[src/sv/spq_pkg.sv]
// Package for the sorted priority queue: sizes, entry and control types, status codes.
// Used by spq_cell and sorted_priority_queue; depends on nothing else.
`default_nettype none

package spq_pkg;

    localparam int QUEUE_DEPTH   = 16;
    localparam int PRIORITY_BITS = 16;
    localparam int COUNT_W       = $clog2(QUEUE_DEPTH + 1);
    localparam int VALUE_W       = 32;
    localparam int PRIO_IN_W     = 16;
    localparam int OCC_W         = 5;

    typedef logic [COUNT_W-1:0] count_t;
    typedef logic [PRIORITY_BITS-1:0] prio_t;

    typedef enum logic [1:0] {
        ST_ENQUEUED = 2'd0,
        ST_DEQUEUED = 2'd1,
        ST_EMPTY    = 2'd2,
        ST_FULL     = 2'd3
    } status_t;

    typedef struct packed {
        logic signed [VALUE_W-1:0] value;
        prio_t                     prio;
    } entry_t;

    typedef struct packed {
        logic   enq;
        logic   deq;
        entry_t new_entry;
    } cell_ctrl_t;

endpackage

`default_nettype wire

[src/sv/spq_cell.sv]
// One slot of the sorted queue: holds an entry and shifts towards or away from the head.
// Depends on spq_pkg.
`default_nettype none

module spq_cell (
    input  wire logic               clk,
    input  spq_pkg::cell_ctrl_t     ctrl,
    input  wire logic               valid,
    input  wire logic               left_before,
    input  spq_pkg::entry_t         left_entry,
    input  spq_pkg::entry_t         right_entry,
    output spq_pkg::entry_t         entry,
    output logic                    ahead
);
    import spq_pkg::*;

    entry_t entry_reg;
    entry_t entry_next;

    assign ahead = valid && (entry_reg.prio < ctrl.new_entry.prio);
    assign entry = entry_reg;

    always_comb
    begin
        entry_next = entry_reg;
        priority if (ctrl.enq)
        begin
            priority if (ahead)
                entry_next = entry_reg;
            else if (left_before)
                entry_next = ctrl.new_entry;
            else
                entry_next = left_entry;
        end
        else if (ctrl.deq)
        begin
            entry_next = right_entry;
        end
        else
        begin
            entry_next = entry_reg;
        end
    end

    always_ff @(posedge clk)
    begin
        entry_reg <= entry_next;
    end

endmodule

`default_nettype wire

[src/sv/sorted_priority_queue.sv]
// Top level of the sorted priority queue: stream ports, entry count and the chain of cells.
// Depends on spq_pkg and spq_cell.
// An item's result is registered and presented in the cycle after the transaction is accepted.
// Throughput: one item per cycle; the row of cells inserts or shifts in a single step.
// The input stalls only while a result waits in the output register and is not taken.
// Reset clears the entry count and the output valid flag; stored entries are left as they are.
`default_nettype none

module sorted_priority_queue (
    input  wire logic        clk,
    input  wire logic        rst_n,
    input  wire logic        s_axis_tvalid,
    output logic             s_axis_tready,
    input  wire logic [47:0] s_axis_tdata,  // value [31:0], priority_req [47:32]
    input  wire logic [0:0]  s_axis_tuser,  // mode [0]
    output logic             m_axis_tvalid,
    input  wire logic        m_axis_tready,
    output logic [39:0]      m_axis_tdata,  // out_value [31:0], occupancy [36:32], zero [39:37]
    output logic [1:0]       m_axis_tuser   // status [1:0]
);
    import spq_pkg::*;

    count_t                    count_reg;
    count_t                    count_next;
    logic                      out_valid_reg;
    logic                      out_valid_next;
    logic signed [VALUE_W-1:0] out_value_reg;
    logic signed [VALUE_W-1:0] out_value_next;
    status_t                   status_reg;
    status_t                   status_next;

    logic                      accept;
    logic                      full;
    logic                      empty;
    logic [PRIORITY_BITS+PRIO_IN_W-1:0] prio_ext;
    cell_ctrl_t                ctrl;
    entry_t                    cell_entry [QUEUE_DEPTH];
    logic [QUEUE_DEPTH-1:0]    cell_before;
    logic [COUNT_W+OCC_W-1:0]  occ_ext;

    assign s_axis_tready = !out_valid_reg || m_axis_tready;
    assign accept        = s_axis_tvalid && s_axis_tready;
    assign full          = (count_reg == COUNT_W'(QUEUE_DEPTH));
    assign empty         = (count_reg == '0);
    assign prio_ext      = {{PRIORITY_BITS{1'b0}}, s_axis_tdata[47:32]};

    assign ctrl.enq                  = accept && !s_axis_tuser[0] && !full;
    assign ctrl.deq                  = accept && s_axis_tuser[0] && !empty;
    assign ctrl.new_entry.value      = s_axis_tdata[31:0];
    assign ctrl.new_entry.prio       = prio_ext[PRIORITY_BITS-1:0];

    for (genvar i = 0; i < QUEUE_DEPTH; i++)
    begin : g_cell
        logic   left_before;
        entry_t left_entry;
        entry_t right_entry;

        if (i == 0)
        begin : g_head
            assign left_before = 1'b1;
            assign left_entry  = cell_entry[i];
        end
        else
        begin : g_body
            assign left_before = cell_before[i-1];
            assign left_entry  = cell_entry[i-1];
        end

        if (i == QUEUE_DEPTH - 1)
        begin : g_tail
            assign right_entry = cell_entry[i];
        end
        else
        begin : g_inner
            assign right_entry = cell_entry[i+1];
        end

        spq_cell u_cell (
            .clk         (clk),
            .ctrl        (ctrl),
            .valid       (COUNT_W'(i) < count_reg),
            .left_before (left_before),
            .left_entry  (left_entry),
            .right_entry (right_entry),
            .entry       (cell_entry[i]),
            .ahead       (cell_before[i])
        );
    end

    always_comb
    begin
        count_next     = count_reg;
        out_valid_next = out_valid_reg;
        out_value_next = out_value_reg;
        status_next    = status_reg;
        if (out_valid_reg && m_axis_tready)
            out_valid_next = 1'b0;
        if (accept)
        begin
            out_valid_next = 1'b1;
            out_value_next = '0;
            unique case (s_axis_tuser[0])
                1'b0:
                begin
                    if (full)
                        status_next = ST_FULL;
                    else
                    begin
                        status_next = ST_ENQUEUED;
                        count_next  = count_reg + COUNT_W'(1);
                    end
                end
                1'b1:
                begin
                    if (empty)
                        status_next = ST_EMPTY;
                    else
                    begin
                        status_next    = ST_DEQUEUED;
                        out_value_next = cell_entry[0].value;
                        count_next     = count_reg - COUNT_W'(1);
                    end
                end
                default:
                begin
                    status_next = ST_EMPTY;
                end
            endcase
        end
    end

    always_ff @(posedge clk or negedge rst_n)
    begin
        if (!rst_n)
        begin
            count_reg     <= '0;
            out_valid_reg <= 1'b0;
        end
        else
        begin
            count_reg     <= count_next;
            out_valid_reg <= out_valid_next;
        end
    end

    always_ff @(posedge clk)
    begin
        out_value_reg <= out_value_next;
        status_reg    <= status_next;
    end

    assign occ_ext       = {{OCC_W{1'b0}}, count_reg};
    assign m_axis_tvalid = out_valid_reg;
    assign m_axis_tdata  = {3'b000, occ_ext[OCC_W-1:0], out_value_reg};
    assign m_axis_tuser  = status_reg;

endmodule

`default_nettype wire

[config.mk]
export PLATFORM = sky130hd
export DESIGN_NAME = sorted_priority_queue
export DESIGN_NICKNAME = d
export VERILOG_FILES = /design/src/sv/spq_pkg.sv /design/src/sv/spq_cell.sv /design/src/sv/sorted_priority_queue.sv
export SDC_FILE = /design/constraint.sdc
export NUM_CORES = 2
export LEC_CHECK = 0
export ABC_AREA = 1
export ABC_CLOCK_PERIOD_IN_PS = 4610
export BUFFER_PORTS_ARGS = -buffer_cell sky130_fd_sc_hd__buf_2
export CORE_MARGIN = 3
export CORE_UTILIZATION = 38
export CTS_BUF_LIST = sky130_fd_sc_hd__clkbuf_8
export CTS_CLUSTER_DIAMETER = 150
export DETAILED_ROUTE_END_ITERATION = 8
export PLACE_DENSITY = 0.65
export SETUP_SLACK_MARGIN = 0.05
export SLEW_MARGIN = 5
export SYNTH_ARGS = -nofsm -noshare
export SYNTH_HDL_FRONTEND = slang
export SYNTH_SLANG_ARGS = --single-unit
[constraint.sdc]
create_clock -name clk -period 4.61 [get_ports clk]
set_input_delay 0.922 -clock clk [delete_from_list [all_inputs] [get_ports clk]]
set_output_delay 0.922 -clock clk [all_outputs]
set_load 0.01 [all_outputs]
==> results.py <==
metrics = {
    "cells_and_area": {
        "final_layout_size_suffix_gt1_share_pct": 7.17,
        "fillers": 12600,
        "final_cell_mix": "3733 x nand2_1, 817 x inv_1, 802 x edfxtp_1, 243 x ha_1, 149 x clkbuf_8",
        "nets": 6680,
        "area_growth_pct": 10.0,
        "instances_no_fill": 8142,
        "largest_reg_flops": 768,
        "layout_commonest_cell": "nand2_1",
    },
    "critical_path": {
        "worstSetupEndpoint": "g_cell[12].u_cell.entry[23]$_DFFE_PP_",
        "regToRegEndpoint": "g_cell[12].u_cell.entry[23]$_DFFE_PP_",
        "crit_chain": "inv_1 -> ha_1 -> nand4_2 -> nand3_4 -> inv_6 -> nand2_2 -> nand2_2 -> buf_12",
        "arrival_ns": 3.91,
        "cpMostUsedCell": "nand2_2",
        "critPathTopFamily": "simple AND/OR/NAND/NOR gates",
        "cp-end-kind": "flip-flop",
        "r2r_cells": 8,
        "cp_max_fo": 47,
        "critical_path_class": "flip-flop to flip-flop",
        "cp_data_required_time_ns": 5.13,
        "reg2reg_from": "count_reg[0]$_DFFE_PN0P_",
        "cp_slowest_stage_delay_ns": 0.58,
        "path_buf_inv": 3,
        "worst-path-stages": 8,
        "crit_slowest_cell": "nand2_2",
        "crit_start": "count_reg[0]$_DFFE_PN0P_",
        "rrSetupSlack_ns": 1.22,
        "critPathLaunchType": "flip-flop",
    },
    "synth": {
        "ys_seq_area_share_pct": 50.0,
        "yosys.area_share.simple_pct": 32.2,
        "synth_top_family_by_area": "simple AND/OR/NAND/NOR gates",
        "synth_warnings": 0,
        "yosysTopAreaCell": "edfxtp_1",
        "yosys.area.top_type_share_pct": 49.7,
        "ys_ff_latch": 808,
        "synth_area_leaders": "edfxtp_1 50%, nand2_1 29%, ha_1 6.3%, inv_1 6.0%, buf_2 1.1%",
        "ys_types": 40,
        "netlist_instances": 6341,
        "synth_xor_area_share_pct": 0.0904,
        "avgSynthCellArea_um2": 7.64,
        "muxShareOfSynthArea_pct": 0,
        "synth_fa_ha_area_share_pct": 6.28,
        "synth.cell_area_um2": 48400,
        "synth_compound_area_share_pct": 2.15,
    },
    "timing": {
        "report.final.hold_viol_count": 0,
        "rsz0062_at_grt": "no",
        "relSlewSlack_pct": 32.1,
        "setup_viol": 0,
        "fmax_mhz": 295,
        "period_share_pct": 73.6,
        "finalMaxSlewViolations": 0,
        "clock_skew_ns": 0.0415,
        "setup-tns-final_ns": 0,
        "fin_crit_ns": 3.39,
        "tightest_slew_ns": 1.02,
    },
    "placed_design": {
        "port_buffers": 93,
        "dp_hpwl_um": 93200,
        "place_congestion": 0.858,
        "dpl.cell_count": 7885,
    },
    "global_route": {
        "grt_first_pass_wirelength_um": 228000,
        "grt_start_max_net_pins": 187,
        "grt_overflow": 0,
        "grt_pass1_vias": 38400,
        "antenna_found_initial": 3,
        "grt_use_total_pct": 22.3,
    },
    "drt": {
        "via_count": 40400,
        "drt-total-wl_um": 149000,
        "via_per_inst": 4.96,
        "drt_first_pass_iters": 6,
        "drc": 0,
        "wire_per_inst_um": 18.3,
        "ant_nets": 0,
        "drt_iter0_markers": 4534,
    },
    "clock_network": {
        "cts-resized-gates": 0,
        "numClockSinks": 808,
        "clock_latency_ns": 0.85,
        "htreeDepth": 4,
        "clk_pin_slew_ns": 0.05,
        "cts-root-buf": "clkbuf_8",
        "numCtsBuffers": 146,
        "cts_tree": "done",
        "clock_path_buffers": 3,
    },
    "job": {
        "cap_violations": 0,
    },
    "floorplanning": {
        "core_area_um2": 126000,
        "io_pins": 97,
        "die_h_um": 363,
        "start_util_pct": 38.4,
        "dieArea_um2": 132000,
        "dieWidth_um": 363,
        "rows": 130,
    },
    "status": {
        "status": "finished, final reports clean",
    },
    "pwr": {
        "power_density_nw_per_um2": 489,
        "vdd_drop_max_mv": 0.339,
        "p_leak_nw": 30.1,
    },
    "hold_path": {
        "worstHoldPathType": "primary input to flip-flop",
    },
}
[worst min-delay path by stage]
stage | end | cells past startpoint | slack (ns) | startpoint
floorplan | g_cell[14].u_cell.entry[27]$_DFFE_PP_ | 2 | 0.49 | g_cell[15].u_cell.entry[27]$_DFFE_PP_
global placement | m_axis_tvalid$_DFFE_PN0P_ | 2 | 0.50 | m_axis_tvalid$_DFFE_PN0P_
detailed placement | m_axis_tvalid$_DFFE_PN0P_ | 2 | 0.50 | m_axis_tvalid$_DFFE_PN0P_
CTS | m_axis_tvalid$_DFFE_PN0P_ | 3 | 0.24 | s_axis_tvalid
global route | m_axis_tvalid$_DFFE_PN0P_ | 3 | 0.33 | s_axis_tvalid
finish | m_axis_tvalid$_DFFE_PN0P_ | 3 | 0.32 | s_axis_tvalid
[per-layer routing]
metal / GRT usage (%) / vias up / share of wire [%]
met3: 3.72 / 264 / 9.0
li1: - / 19600 / -
met5: 0 / - / 0
met4: 7.13 / 0 / 2.8
met1: 31.1 / 18800 / 43
met2: 35.3 / 1757 / 45
[cells by family (layout without fill, tap and decap cells)]
family                   count (synthesis)  after routing
AO/OA/AOI/OAI                          195            195
XOR/XNOR                                 5              5
adder cells (fa/ha/maj)                243            243
buffers and inverters                 1073           1219
flip-flops                             808            808
other                                    1              6
AND/OR/NAND/NOR                       4016           4016
[layout make-up]
cell class                 count  area (µm²)  share of cell area, %
timing repair buffer         192        1620                   3.05
sequential                   808       24200                   45.5
multi-input combinational   4462       19800                   37.2
antenna                        3        7.51                 0.0141
tap                         1650        2060                   3.87
clock buffer                 149        2050                   3.85
inverter                     774        2910                   5.46
clock inverter               104         593                   1.11
[metrics by stage]
step / utilization, % / worst slack [ns] / total power [mW] / hold WS (ns) / area [µm²]
global placement: 40.2 / 0.810 / 19.4 / 0.496 / 50600
detailed placement: 40.2 / 0.750 / 19.6 / 0.504 / 50600
floorplan: - / 0.353 / 16.5 / 0.494 / 48400
global route: 42.3 / 1.14 / 27.7 / 0.332 / 53300
finish: 42.3 / 1.22 / 26.1 / 0.322 / 53300
CTS: 42.3 / 1.27 / 26.1 / 0.241 / 53300
[report_power, final]
part / internal (mW) / leakage [nW] / switching, mW
combinational: 2.44 / 20.9 / 6.31
sequential: 10.1 / 7.63 / 0.777
clock: 3.24 / 1.52 / 3.24
total: 15.8 / 30.1 / 10.3
[worst register-to-register path, cell delays in order, from the launching register on]
cell and delay (ns):
dfrtp_1 0.50, inv_1 0.25, ha_1 0.30, nand4_2 0.15, nand3_4 0.10, inv_6 0.56
nand2_2 0.60, nand2_2 0.33, buf_12 0.25
[Yosys cell counts (all sizes together)]
master   count
nand4        9
nor3         9
o21ai       79
nand2     3823
a31oi        1
and3b        1
a21oi       90
nand3b       5
dfrtp        6
o21a        14
ha         243
o22ai        1
inv        774
a211oi       3
o2111ai      1
conb         1
o211ai       3
nor2        92
xor2         5
edfxtp     802
clkbuf     129
buf        170
nor4         3
nor3b        1
a21o         3
or2          3
nand3       70
[timing repair]
action | in CTS | in global routing
hold buffers | 1 | 0
hold endpoints to repair | 6 | 0
buffers inserted | 0 | 0
Power figures use the tool's default switching activity.
